--- src/rtl/core/rss_pkg.sv ---
`default_nettype none

package rss_pkg;

	localparam int unsigned RANGE_W = 16;
	localparam int unsigned ANGLE_W = 16;
	localparam int unsigned STEP_W = 13;
	localparam int unsigned APB_AW = 4;
	localparam int unsigned APB_DW = 32;

	localparam int unsigned MAX_SAMPLES_DEF = 4096;
	localparam int unsigned JOB_QUEUE_DEPTH = 4;

	localparam logic signed [ANGLE_W-1:0] FIRST_ANGLE_RST = -16'sd31416;
	localparam logic [STEP_W-1:0] ANGLE_STEP_RST = 13'd63;
	localparam logic [RANGE_W-1:0] GAP_LIMIT_RST = 16'd65535;
	localparam logic [RANGE_W-1:0] NEAR_LIMIT_RST = 16'd2072;

	typedef enum logic [1:0] {
		REG_FIRST_ANGLE = 2'd0,
		REG_ANGLE_STEP  = 2'd1,
		REG_GAP_LIMIT   = 2'd2,
		REG_NEAR_LIMIT  = 2'd3
	} reg_idx_t;

	typedef struct packed {
		logic [RANGE_W-1:0] range_mm;
		logic               range_ok;
		logic               scan_end;
	} sample_t;

	typedef struct packed {
		logic signed [ANGLE_W-1:0] seg_start_angle;
		logic signed [ANGLE_W-1:0] seg_end_angle;
		logic [RANGE_W-1:0]        seg_mean_range;
	} seg_t;

	typedef struct packed {
		logic signed [ANGLE_W-1:0] first_angle;
		logic [STEP_W-1:0]         angle_step;
		logic [RANGE_W-1:0]        gap_limit;
		logic [RANGE_W-1:0]        near_limit;
	} cfg_t;

endpackage

`default_nettype wire

--- src/rtl/core/rss_front.sv ---
`default_nettype none

module rss_front #(
	parameter int unsigned MAX_SAMPLES = rss_pkg::MAX_SAMPLES_DEF,
	localparam int unsigned CNT_W = $clog2(MAX_SAMPLES + 1),
	localparam int unsigned SUM_W = rss_pkg::RANGE_W + $clog2(MAX_SAMPLES)
) (
	input  wire logic                      clk,
	input  wire logic                      arst_n,
	input  wire rss_pkg::cfg_t             cfg,
	input  wire logic                      sample_valid,
	output logic                           sample_ready,
	input  wire rss_pkg::sample_t          sample,
	input  wire logic                      job_full,
	output logic                           job_push,
	output logic [rss_pkg::ANGLE_W-1:0]    job_start,
	output logic [rss_pkg::ANGLE_W-1:0]    job_end,
	output logic [SUM_W-1:0]               job_sum,
	output logic [CNT_W-1:0]               job_cnt
);
	import rss_pkg::*;

	logic [RANGE_W-1:0] held_range_q;
	logic [ANGLE_W-1:0] held_angle_q;
	logic               have_held_q;
	logic [ANGLE_W-1:0] run_start_q;
	logic [SUM_W-1:0]   run_sum_q;
	logic [CNT_W-1:0]   run_cnt_q;

	logic [RANGE_W-1:0] cur_range;
	logic [RANGE_W-1:0] diff;
	logic               extend;
	logic               close;
	logic               room;
	logic               accept;

	always_comb begin
		cur_range = sample.range_ok ? sample.range_mm : '0;
		diff = (held_range_q >= cur_range) ? (held_range_q - cur_range)
			: (cur_range - held_range_q);
		extend = have_held_q && (held_range_q != '0) && (diff <= cfg.gap_limit);
		close = have_held_q && !extend && (run_cnt_q != '0);
		room = run_cnt_q < CNT_W'(MAX_SAMPLES - 1);
	end

	assign sample_ready = !job_full;
	assign accept = sample_valid && sample_ready;

	// The held sample joins the closing run as its last member.
	assign job_push = accept && close;
	assign job_start = run_start_q;
	assign job_end = held_angle_q;
	assign job_sum = run_sum_q + SUM_W'(held_range_q);
	assign job_cnt = run_cnt_q + CNT_W'(1);

	always_ff @(posedge clk or negedge arst_n) begin
		if (!arst_n) begin
			held_range_q <= '0;
			held_angle_q <= '0;
			have_held_q <= 1'b0;
			run_start_q <= '0;
			run_sum_q <= '0;
			run_cnt_q <= '0;
		end else if (accept) begin
			if (sample.scan_end) begin
				held_range_q <= '0;
				held_angle_q <= '0;
				have_held_q <= 1'b0;
				run_start_q <= '0;
				run_sum_q <= '0;
				run_cnt_q <= '0;
			end else begin
				if (extend) begin
					if (run_cnt_q == '0) begin
						run_start_q <= held_angle_q;
					end
					if (room) begin
						run_sum_q <= run_sum_q + SUM_W'(held_range_q);
						run_cnt_q <= run_cnt_q + CNT_W'(1);
					end
				end else if (close) begin
					run_start_q <= '0;
					run_sum_q <= '0;
					run_cnt_q <= '0;
				end
				held_range_q <= cur_range;
				held_angle_q <= have_held_q
					? (held_angle_q + ANGLE_W'(cfg.angle_step))
					: cfg.first_angle;
				have_held_q <= 1'b1;
			end
		end
	end

endmodule

`default_nettype wire

--- src/rtl/core/rss_fifo.sv ---
`default_nettype none

module rss_fifo #(
	parameter int unsigned WIDTH = 8,
	parameter int unsigned DEPTH = rss_pkg::JOB_QUEUE_DEPTH,
	localparam int unsigned PTR_W = (DEPTH > 1) ? $clog2(DEPTH) : 1,
	localparam int unsigned FILL_W = $clog2(DEPTH + 1)
) (
	input  wire logic             clk,
	input  wire logic             arst_n,
	input  wire logic             push,
	input  wire logic [WIDTH-1:0] push_data,
	input  wire logic             pop,
	output logic [WIDTH-1:0]      head,
	output logic                  full,
	output logic                  empty
);
	logic [WIDTH-1:0]  mem [DEPTH];
	logic [PTR_W-1:0]  wr_ptr_q;
	logic [PTR_W-1:0]  rd_ptr_q;
	logic [FILL_W-1:0] fill_q;
	logic              do_push;
	logic              do_pop;

	assign full = (fill_q == FILL_W'(DEPTH));
	assign empty = (fill_q == '0);
	assign do_push = push && !full;
	assign do_pop = pop && !empty;
	assign head = mem[rd_ptr_q];

	always_ff @(posedge clk) begin
		if (do_push) begin
			mem[wr_ptr_q] <= push_data;
		end
	end

	always_ff @(posedge clk or negedge arst_n) begin
		if (!arst_n) begin
			wr_ptr_q <= '0;
			rd_ptr_q <= '0;
			fill_q <= '0;
		end else begin
			if (do_push) begin
				wr_ptr_q <= (wr_ptr_q == PTR_W'(DEPTH - 1)) ? '0 : wr_ptr_q + PTR_W'(1);
			end
			if (do_pop) begin
				rd_ptr_q <= (rd_ptr_q == PTR_W'(DEPTH - 1)) ? '0 : rd_ptr_q + PTR_W'(1);
			end
			if (do_push && !do_pop) begin
				fill_q <= fill_q + FILL_W'(1);
			end else if (do_pop && !do_push) begin
				fill_q <= fill_q - FILL_W'(1);
			end
		end
	end

endmodule

`default_nettype wire

--- src/rtl/core/rss_back.sv ---
`default_nettype none

module rss_back #(
	parameter int unsigned MAX_SAMPLES = rss_pkg::MAX_SAMPLES_DEF,
	localparam int unsigned CNT_W = $clog2(MAX_SAMPLES + 1),
	localparam int unsigned SUM_W = rss_pkg::RANGE_W + $clog2(MAX_SAMPLES)
) (
	input  wire logic                      clk,
	input  wire logic                      arst_n,
	input  wire logic [rss_pkg::RANGE_W-1:0] near_limit,
	input  wire logic                      job_valid,
	output logic                           job_pop,
	input  wire logic [rss_pkg::ANGLE_W-1:0] job_start,
	input  wire logic [rss_pkg::ANGLE_W-1:0] job_end,
	input  wire logic [SUM_W-1:0]          job_sum,
	input  wire logic [CNT_W-1:0]          job_cnt,
	output logic                           seg_valid,
	input  wire logic                      seg_ready,
	output rss_pkg::seg_t                  seg
);
	import rss_pkg::*;

	localparam int unsigned STEP_CW = $clog2(SUM_W + 1);

	typedef enum logic [1:0] {
		B_IDLE,
		B_DIV,
		B_FIN
	} back_state_t;

	back_state_t          state_q;
	logic [STEP_CW-1:0]   step_q;
	logic [SUM_W-1:0]     dq_q;
	logic [CNT_W-1:0]     rem_q;
	logic [CNT_W-1:0]     cnt_q;
	logic [ANGLE_W-1:0]   start_q;
	logic [ANGLE_W-1:0]   end_q;
	logic                 seg_valid_q;
	seg_t                 seg_q;

	logic [CNT_W:0]       trial;
	logic                 qbit;
	logic [CNT_W-1:0]     rem_nx;
	logic [RANGE_W-1:0]   quot;
	logic                 pass;
	logic                 load_seg;

	// One restoring step per cycle; quotient bits shift in behind the dividend.
	always_comb begin
		trial = {rem_q, dq_q[SUM_W-1]};
		qbit = (trial >= {1'b0, cnt_q});
		rem_nx = qbit ? CNT_W'(trial - {1'b0, cnt_q}) : trial[CNT_W-1:0];
		quot = dq_q[RANGE_W-1:0];
		// The exact mean is within the limit when the truncated mean is below
		// it, or equals it with nothing left over.
		pass = (quot < near_limit) || ((quot == near_limit) && (rem_q == '0));
		load_seg = (state_q == B_FIN) && pass && (!seg_valid_q || seg_ready);
	end

	assign job_pop = (state_q == B_IDLE) && job_valid;
	assign seg_valid = seg_valid_q;
	assign seg = seg_q;

	always_ff @(posedge clk or negedge arst_n) begin
		if (!arst_n) begin
			state_q <= B_IDLE;
			step_q <= '0;
			dq_q <= '0;
			rem_q <= '0;
			cnt_q <= '0;
			start_q <= '0;
			end_q <= '0;
			seg_valid_q <= 1'b0;
			seg_q <= '0;
		end else begin
			if (load_seg) begin
				seg_valid_q <= 1'b1;
			end else if (seg_valid_q && seg_ready) begin
				seg_valid_q <= 1'b0;
			end
			case (state_q)
				B_IDLE: begin
					if (job_valid) begin
						dq_q <= job_sum;
						cnt_q <= job_cnt;
						start_q <= job_start;
						end_q <= job_end;
						rem_q <= '0;
						step_q <= '0;
						state_q <= B_DIV;
					end
				end
				B_DIV: begin
					rem_q <= rem_nx;
					dq_q <= {dq_q[SUM_W-2:0], qbit};
					step_q <= step_q + STEP_CW'(1);
					if (step_q == STEP_CW'(SUM_W - 1)) begin
						state_q <= B_FIN;
					end
				end
				B_FIN: begin
					if (!pass) begin
						state_q <= B_IDLE;
					end else if (load_seg) begin
						seg_q.seg_start_angle <= start_q;
						seg_q.seg_end_angle <= end_q;
						seg_q.seg_mean_range <= quot;
						state_q <= B_IDLE;
					end
				end
				default: begin
					state_q <= B_IDLE;
				end
			endcase
		end
	end

endmodule

`default_nettype wire

--- src/rtl/core/range_scan_segmenter.sv ---
`default_nettype none

// Channel   | Direction | Handshake                 | Payload
// sample    | in        | sample_valid/sample_ready | rss_pkg::sample_t
// seg       | out       | seg_valid/seg_ready       | rss_pkg::seg_t
// config    | in        | psel/penable/pwrite/pready | paddr, pwdata, prdata
//
// Samples are taken at one per cycle while the run queue has room; the front
// judges each held sample against its neighbor in the cycle of the transaction.
// Each closed run passes through the back end's load, bit-serial divide and
// finish steps, and the back end takes one run at a time.
// Reset is asynchronous, clears all scan state and restores the configuration defaults.
// A stalled result output holds the back end, which lets the queue fill, and
// only then is sample_ready dropped.

module range_scan_segmenter #(
	parameter int unsigned MAX_SAMPLES = rss_pkg::MAX_SAMPLES_DEF
) (
	input  wire logic                         clk,
	input  wire logic                         arst_n,
	input  wire logic                         sample_valid,
	output logic                              sample_ready,
	input  wire rss_pkg::sample_t             sample,
	output logic                              seg_valid,
	input  wire logic                         seg_ready,
	output rss_pkg::seg_t                     seg,
	input  wire logic                         psel,
	input  wire logic                         penable,
	input  wire logic                         pwrite,
	input  wire logic [rss_pkg::APB_AW-1:0]   paddr,
	input  wire logic [rss_pkg::APB_DW-1:0]   pwdata,
	output logic [rss_pkg::APB_DW-1:0]        prdata,
	output logic                              pready
);
	import rss_pkg::*;

	localparam int unsigned CNT_W = $clog2(MAX_SAMPLES + 1);
	localparam int unsigned SUM_W = RANGE_W + $clog2(MAX_SAMPLES);
	localparam int unsigned JOB_W = 2 * ANGLE_W + SUM_W + CNT_W;

	cfg_t               cfg_q;
	logic               cfg_wr;
	reg_idx_t           reg_idx;

	logic               job_push;
	logic [ANGLE_W-1:0] push_start;
	logic [ANGLE_W-1:0] push_end;
	logic [SUM_W-1:0]   push_sum;
	logic [CNT_W-1:0]   push_cnt;
	logic [JOB_W-1:0]   queue_head;
	logic               queue_full;
	logic               queue_empty;
	logic               job_pop;

	// The register file. Writes complete in the access phase; pready never
	// stretches a transaction.
	assign pready = 1'b1;
	assign cfg_wr = psel && penable && pwrite && pready;
	assign reg_idx = reg_idx_t'(paddr[APB_AW-1:2]);

	always_ff @(posedge clk or negedge arst_n) begin
		if (!arst_n) begin
			cfg_q.first_angle <= FIRST_ANGLE_RST;
			cfg_q.angle_step <= ANGLE_STEP_RST;
			cfg_q.gap_limit <= GAP_LIMIT_RST;
			cfg_q.near_limit <= NEAR_LIMIT_RST;
		end else if (cfg_wr) begin
			case (reg_idx)
				REG_FIRST_ANGLE: cfg_q.first_angle <= pwdata[ANGLE_W-1:0];
				REG_ANGLE_STEP:  cfg_q.angle_step <= pwdata[STEP_W-1:0];
				REG_GAP_LIMIT:   cfg_q.gap_limit <= pwdata[RANGE_W-1:0];
				REG_NEAR_LIMIT:  cfg_q.near_limit <= pwdata[RANGE_W-1:0];
				default: begin
				end
			endcase
		end
	end

	// Reads return the stored value; the signed angle reads back sign extended.
	always_comb begin
		case (reg_idx)
			REG_FIRST_ANGLE: prdata = APB_DW'(cfg_q.first_angle);
			REG_ANGLE_STEP:  prdata = APB_DW'(cfg_q.angle_step);
			REG_GAP_LIMIT:   prdata = APB_DW'(cfg_q.gap_limit);
			REG_NEAR_LIMIT:  prdata = APB_DW'(cfg_q.near_limit);
			default:         prdata = '0;
		endcase
	end

	// The front tracks the held sample and the open run, and hands every
	// closed run to the queue as a mean job.
	rss_front #(
		.MAX_SAMPLES(MAX_SAMPLES)
	) u_front (
		.clk(clk),
		.arst_n(arst_n),
		.cfg(cfg_q),
		.sample_valid(sample_valid),
		.sample_ready(sample_ready),
		.sample(sample),
		.job_full(queue_full),
		.job_push(job_push),
		.job_start(push_start),
		.job_end(push_end),
		.job_sum(push_sum),
		.job_cnt(push_cnt)
	);

	rss_fifo #(
		.WIDTH(JOB_W),
		.DEPTH(JOB_QUEUE_DEPTH)
	) u_queue (
		.clk(clk),
		.arst_n(arst_n),
		.push(job_push),
		.push_data({push_start, push_end, push_sum, push_cnt}),
		.pop(job_pop),
		.head(queue_head),
		.full(queue_full),
		.empty(queue_empty)
	);

	// The back end divides the run sum by its count, applies the distance
	// test and registers a passing result for the output channel.
	rss_back #(
		.MAX_SAMPLES(MAX_SAMPLES)
	) u_back (
		.clk(clk),
		.arst_n(arst_n),
		.near_limit(cfg_q.near_limit),
		.job_valid(!queue_empty),
		.job_pop(job_pop),
		.job_start(queue_head[JOB_W-1 -: ANGLE_W]),
		.job_end(queue_head[JOB_W-ANGLE_W-1 -: ANGLE_W]),
		.job_sum(queue_head[SUM_W+CNT_W-1 -: SUM_W]),
		.job_cnt(queue_head[CNT_W-1:0]),
		.seg_valid(seg_valid),
		.seg_ready(seg_ready),
		.seg(seg)
	);

endmodule

`default_nettype wire

--- config.mk ---
export PLATFORM = sky130hd
export DESIGN_NAME = range_scan_segmenter
export DESIGN_NICKNAME = d
export VERILOG_FILES = /design/src/rtl/core/rss_pkg.sv /design/src/rtl/core/rss_front.sv /design/src/rtl/core/rss_fifo.sv /design/src/rtl/core/rss_back.sv /design/src/rtl/core/range_scan_segmenter.sv
export SDC_FILE = /design/constraint.sdc
export NUM_CORES = 1
export LEC_CHECK = 0
export BUFFER_PORTS_ARGS = -buffer_cell sky130_fd_sc_hd__buf_2
export CAP_MARGIN = 20
export CORE_MARGIN = 2
export CORE_UTILIZATION = 40
export DETAILED_ROUTE_END_ITERATION = 10
export HOLD_SLACK_MARGIN = 0.1
export PLACE_DENSITY_LB_ADDON = 0.1
export SLEW_MARGIN = 20
export SYNTH_ARGS = -nofsm -noshare
export SYNTH_HDL_FRONTEND = slang
export SYNTH_SLANG_ARGS = --single-unit
--- constraint.sdc ---
create_clock -name clk -period 8.2 [get_ports clk]
set_input_delay 0 -clock clk [delete_from_list [all_inputs] [get_ports clk]]
set_output_delay 0 -clock clk [all_outputs]
set_load 0.05 [all_outputs]
==> results.json, run 1 <==
{
  "period_minus_slack_ps": 6890,
  "via_per_inst": 5.37,
  "cts_inserted_buffers": 68,
  "worst_pin_slew_ps": 1070,
  "rsz0062_at_grt": "false",
  "clk_latency_ps": 620,
  "fillers": 6366,
  "critPathLaunch": "u_front.held_range_q[0]",
  "io_pins": 144,
  "cp_slowest_stage_delay_ps": 780,
  "dieArea_mm2": 0.0727,
  "finalHoldViolCount": 0,
  "reg2reg_depth": 19,
  "cp_max_fo": 40,
  "path_buf_inv": 3,
  "ant_nets": 0,
  "min_path_type": "in2async",
  "io_buffers": 124,
  "row_count": 97,
  "rr_endpoint": "u_queue.mem[1][26]",
  "grt_util_all_layers": 0.198,
  "peakVddDrop_v": 0.000176,
  "syn_inst": 2243,
  "cp.depth": 19,
  "setup.worst_path.start_class": "flop",
  "gr-total-overflow": 0,
  "clkTransAtPathRegs_ps": 60,
  "h-tree-depth": 3,
  "syn-num-nets": 2424,
  "r2r_start": "u_front.held_range_q[0]",
  "ys_warn_count": 0,
  "vias": 18223,
  "cp_top_family": "compound AO/OA/AOI/OAI gates",
  "ys.flop_type": "edfxtp_1",
  "die_w_um": 270,
  "drcViolationCount": 0,
  "final_common_cell": "nand2_1",
  "synth_edf_count": 292,
  "gp_congestion": 0.839,
  "required_ps": 8480,
  "slowest_stage": "a2111oi_2",
  "synthArstFlopShare": 0.507,
  "dp_hpwl_mm": 46.7,
  "numClockSinks": 592,
  "die_h_um": 270,
  "cp_cell_sequence": "inv_1, ha_1, inv_1, fa_1, a21oi_1, o211ai_1, o41a_1, o21a_1, a221oi_1, a31oi_1, xnor2_1, ha_1, nand4_2, nor4_2, a21boi_0, o31ai_1, a2111oi_2, and2_4, buf_12",
  "yosys.cell_types.count": 78,
  "cts.root.buffer_cell": "clkbuf_16",
  "arrival_ps": 7170,
  "power_leakage_nw": 13.5,
  "post_synth.cell_area_avg_um2": 12.6,
  "post-place-ws_ps": 1220,
  "r2r_slack_ps": 1310,
  "outcome": "finished, final reports clean",
  "area_growth_pct": 15.5,
  "timing.fmax_mhz": 145,
  "end_kind": "flop",
  "ys_seq_area_frac": 0.578,
  "crit_type": "reg2reg",
  "worst_slack_ps": 1310,
  "final_cell_mix": "310 x nand2_1, 292 x edfxtp_1, 268 x dfrtp_1, 134 x inv_1, 123 x buf_2",
  "setup_viol": 0,
  "routedWlPerCell_um": 21.0,
  "core_mm2": 0.0699,
  "layout-drive-gt1-share": 0.200,
  "final_nets": 2575,
  "power_density_mw_per_mm2": 335,
  "maxCapViolCount": 0,
  "cts-resized-gates": 0,
  "slew_viol_final": 0,
  "fin_skew_ps": 21.7,
  "routed_wl_mm": 71.1,
  "period_share": 0.840,
  "post_cts_buffers": 0,
  "antenna_found_initial": 8,
  "cts_tree": "yes",
  "grt_max_degree": 106,
  "grt_pass1_vias": 18832,
  "fin_setup_tns_ps": 0,
  "max-slew-margin-rel": 0.282,
  "grt_pass1_wl_mm": 112,
  "start_util": 0.403,
  "syn-cell-area_mm2": 0.0282,
  "drt_iter0_drc": 1121,
  "ys_ff_latch": 592,
  "critical_path.endpoint": "u_queue.mem[1][26]",
  "clockBufferDepth": 3,
  "first_pass_iters": 5
}
[cells in the mapped netlist, types with 25 or more instances]
master    instances  area (µm²)
nand2_1         310        1160
nor2_1           80         300
xnor2_1          44         385
clkbuf_1         79         297
nor3_1           25         125
edfxtp_1        292        8770
mux2_2           97        1090
dfstp_2          30         788
ha_1            114        1430
o211ai_1         26         195
mux4_2           86        1940
xor2_1           25         219
dfrtp_1         270        6760
inv_1           135         507
a31oi_1          52         325
a21oi_1          61         305
o21ai_0         110         551
mux2i_1          35         350
nand3_1          51         255
[worst min-delay path by stage]
| stage | start | to | slack, ps | depth (start not counted) |
|---|---|---|---|---|
| after CTS | arst_n | u_back.cnt_q[9] | 100 | 2 |
| final | arst_n | u_back.cnt_q[9] | 90 | 2 |
| after global placement | arst_n | u_back.cnt_q[9] | 150 | 1 |
| after global routing | arst_n | u_back.rem_q[5] | 140 | 2 |
| after detailed placement | arst_n | u_back.cnt_q[8] | 160 | 1 |
| after floorplan | arst_n | cfg_q[0] | -300 | 0 |
[logic make-up after synthesis]
family / count (synthesis) / synth area share
flip-flops: 592 / 0.578
multiplexers: 218 / 0.120
XOR/XNOR: 69 / 0.0214
AND/OR/NAND/NOR: 597 / 0.0970
buffers and inverters: 256 / 0.0379
AO/OA/AOI/OAI: 390 / 0.0906
other: 1 / 0.000133
adder cells (fa/ha/maj): 120 / 0.0548
[area by class of cell]
class | instances | area (µm²) | area share
diodes | 4 | 10.0 | 0.000307
clock buffers | 102 | 1970 | 0.0605
clock inverters | 24 | 330 | 0.0101
inverters | 136 | 512 | 0.0157
multi-input cells | 1395 | 10900 | 0.333
flip-flops and latches | 592 | 16300 | 0.501
well taps | 940 | 1180 | 0.0361
repair buffers | 201 | 1400 | 0.0430
[repair_timing]
| item | in CTS | in global routing |
|---|---|---|
| hold endpoints to repair | 188 | 0 |
| hold buffers | 57 | 0 |
| setup endpoints to repair | 0 | 0 |
[report_power, final]
group / internal, mW / leakage [nW] / switching [mW]
Sequential: 3.71 / 6.60 / 0.584
Clock: 1.84 / 1.11 / 1.24
Combinational: 1.45 / 5.76 / 2.09
[sequential cells by signal, indices dropped and copies added, names as in the netlist, 16 cells and up]
name,flops
u_back.seg,48
u_queue.mem,292
cfg_q,61
u_back.start_q,16
u_front.job_end,16
u_front.job_start,16
u_back.dq_q,28
u_front.held_range_q,16
u_front.run_sum_q,28
u_back.end_q,16
[per-stage QoR]
step | util | total power, mW | hold WS, ps | instances | cell area (µm²)
floorplan | - | 6.81 | -296 | 2243 | 28200
global placement | 0.425 | 7.83 | 151 | 3207 | 29700
detailed placement | 0.425 | 7.91 | 161 | 3207 | 29700
CTS | 0.466 | 11.1 | 100 | 3390 | 32600
global route | 0.466 | 11.6 | 139 | 3391 | 32600
finish | 0.466 | 10.9 | 90.2 | 3394 | 32600
[layer usage]
metal	share of wire	vias to the layer above	GRT usage
met5	0.00062	-	0
met4	0.027	8	0.0582
met3	0.039	113	0.0308
met2	0.48	318	0.331
met1	0.45	9262	0.266
li1	-	8522	-
Note: power is estimated with default switching activity, not from simulation.
==> run 2: changes to the inputs <==
==> constraint.sdc (replaced) <==
create_clock -name clk -period 6.8 [get_ports clk]
set_input_delay 0 -clock clk [delete_from_list [all_inputs] [get_ports clk]]
set_output_delay 0 -clock clk [all_outputs]
set_load 0.05 [all_outputs]
==> run 2 against run 1 <==
Non-clock buffer count up 18. Combinational power up 21%. Fmax up 13%. Cell area up 0.33%. Clock skew up 6.6 ps. Critical path depth up 3. Sequential power up 21%. Cell count up 0.47%. Highest routed layer unchanged.
==> results.json, run 2 (synthesis results as in run 1) <==
{
  "outcome": "finished, final reports clean",
  "period_minus_slack_ps": 6120,
  "numClockSinks": 592,
  "top_register": "u_queue.mem",
  "required_ps": 7320,
  "dieArea_mm2": 0.0727,
  "cts_inserted_buffers": 68,
  "internal-power_mw": 8.29,
  "p_sw_frac": 0.364,
  "grt_pass1_vias": 18722,
  "drcViolationCount": 0,
  "fin_cells": 3410,
  "clkTransAtPathRegs_ps": 70,
  "end_kind": "flop",
  "pwr-share-seq": 0.398,
  "finalHoldViolCount": 0,
  "pwr-share-clk": 0.274,
  "h-tree-depth": 3,
  "drt_iter0_drc": 1087,
  "io_pins": 144,
  "clk_latency_ps": 620,
  "area_growth_pct": 15.9,
  "clockBufferDepth": 3,
  "power_density_mw_per_mm2": 399,
  "antenna_found_initial": 7,
  "routed_wl_mm": 71.7,
  "fin_setup_tns_ps": 0,
  "largest_reg_flops": 292,
  "layout-drive-gt1-share": 0.202,
  "final_nets": 2593,
  "die_w_um": 270,
  "first_pass_iters": 4,
  "grt_util_all_layers": 0.199,
  "cts.root.buffer_cell": "clkbuf_16",
  "io_buffers": 124,
  "max-slew-margin-rel": 0.316,
  "gr-total-overflow": 0,
  "row_count": 97,
  "ant_nets": 0,
  "maxCapViolCount": 0,
  "setup.worst_path.start_class": "flop",
  "crit_type": "reg2reg",
  "worst_pin_slew_ps": 1030,
  "setup_viol": 0,
  "grt_max_degree": 90,
  "grt_pass1_wl_mm": 112,
  "post_cts_buffers": 0,
  "die_h_um": 270,
  "via_per_inst": 5.36,
  "worst_slack_ps": 684,
  "p_sw_mw": 4.75,
  "finish.utilization": 0.468,
  "cts_tree": "yes",
  "final_common_cell": "nand2_1",
  "power_leakage_nw": 13.5,
  "routedWlPerCell_um": 21.0,
  "fillers": 6339,
  "gp_congestion": 0.851,
  "core_mm2": 0.0699,
  "final_cell_mix": "310 x nand2_1, 292 x edfxtp_1, 268 x dfrtp_1, 134 x inv_1, 123 x buf_2",
  "min_path_type": "in2reg",
  "peakVddDrop_v": 0.000238,
  "vias": 18272,
  "r2r_slack_ps": 680,
  "slew_viol_final": 0,
  "p_comb_frac": 0.327,
  "rsz0062_at_grt": "false",
  "placed_cells": 3221,
  "fin_skew_ps": 28.3,
  "arrival_ps": 6640,
  "cp_max_fo": 9,
  "timing.fmax_mhz": 163,
  "start_util": 0.403,
  "post-place-ws_ps": 369,
  "period_share": 0.899,
  "dp_hpwl_mm": 47.9
}
## run 2: cell types whose count changed in the layout (fill, tap and decap cells not counted), sizes merged
cell / before / now
dlygate4sd3: 57 / 60
clkinv: 17 / 24
buf: 144 / 159
clkinvlp: 2 / 3
diode: 4 / 3
bufinv: 5 / 4
clkbuf: 102 / 94
## run 2: worst max-delay path, cell delays in order (launching register included)
cell	delay, ps
dfrtp_1	550
inv_1	160
fa_1	470
a21oi_1	270
o211ai_1	180
o41a_1	420
a221oi_1	420
o21ai_0	150
mux2i_1	190
xnor2_1	90
ha_1	330
nand4_2	140
nor4_2	420
a21boi_0	300
o31ai_1	220
a2111oi_2	440
buf_4	250
ha_1	190
inv_1	60
fa_1	370
xor2_1	170
nor2_1	110
xor2_1	150
## run 2: per-layer routing
layer / share of wire / up-vias / GRT usage
met2: 0.48 / 357 / 0.329
met1: 0.46 / 9240 / 0.271
li1: - / 8552 / -
met5: 0.00054 / - / 0
met4: 0.026 / 6 / 0.0620
met3: 0.038 / 117 / 0.0297
## run 2: path summary, 6_finish.rpt
check,startpoint,end,cells after the start
worst max register to register,u_front.held_range_q[1],u_queue.fill_q[2],22
worst min-delay path,sample_valid,u_front.held_range_q[12],4
min in group asynchronous,arst_n,u_back.rem_q[8],4
worst min register to register,u_back.end_q[1],u_back.end_q[1],2
max in group asynchronous,arst_n,u_front.run_sum_q[1],4
worst max-delay path,u_front.held_range_q[1],u_queue.fill_q[2],22
## run 2: timing repair
action,CTS,global route
gates resized for setup,0,1
endpoints found under the setup margin,0,1
endpoints found under the hold margin,239,0
hold buffers,61,0
## run 2: final cells by class
| class | count | area (µm²) | area share |
|---|---|---|---|
| tap | 940 | 1180 | 0.0360 |
| antenna | 3 | 7.51 | 0.000230 |
| multi-input combinational | 1395 | 10900 | 0.332 |
| clock buffer | 94 | 1810 | 0.0553 |
| timing repair buffer | 219 | 1610 | 0.0494 |
| clock inverter | 31 | 392 | 0.0120 |
| sequential | 592 | 16300 | 0.499 |
| inverter | 136 | 512 | 0.0157 |
## run 2: per-stage QoR
stage	hold WS, ps	power (mW)	instance area (µm²)
floorplan	-296	8.22	28200
global placement	-4.78	9.45	29900
detailed placement	3.31	9.54	29900
CTS	100	13.2	32700
global route	141	13.9	32700
finish	140	13.0	32700
## run 2: power groups by stage
stage	registers, mW	clock network, mW	logic, mW
after detailed placement	5.28	0	4.26
after CTS	5.21	3.67	4.30
after floorplan	4.96	0	3.26
after global routing	5.30	3.82	4.76
after global placement	5.26	0	4.19
final	5.20	3.58	4.27
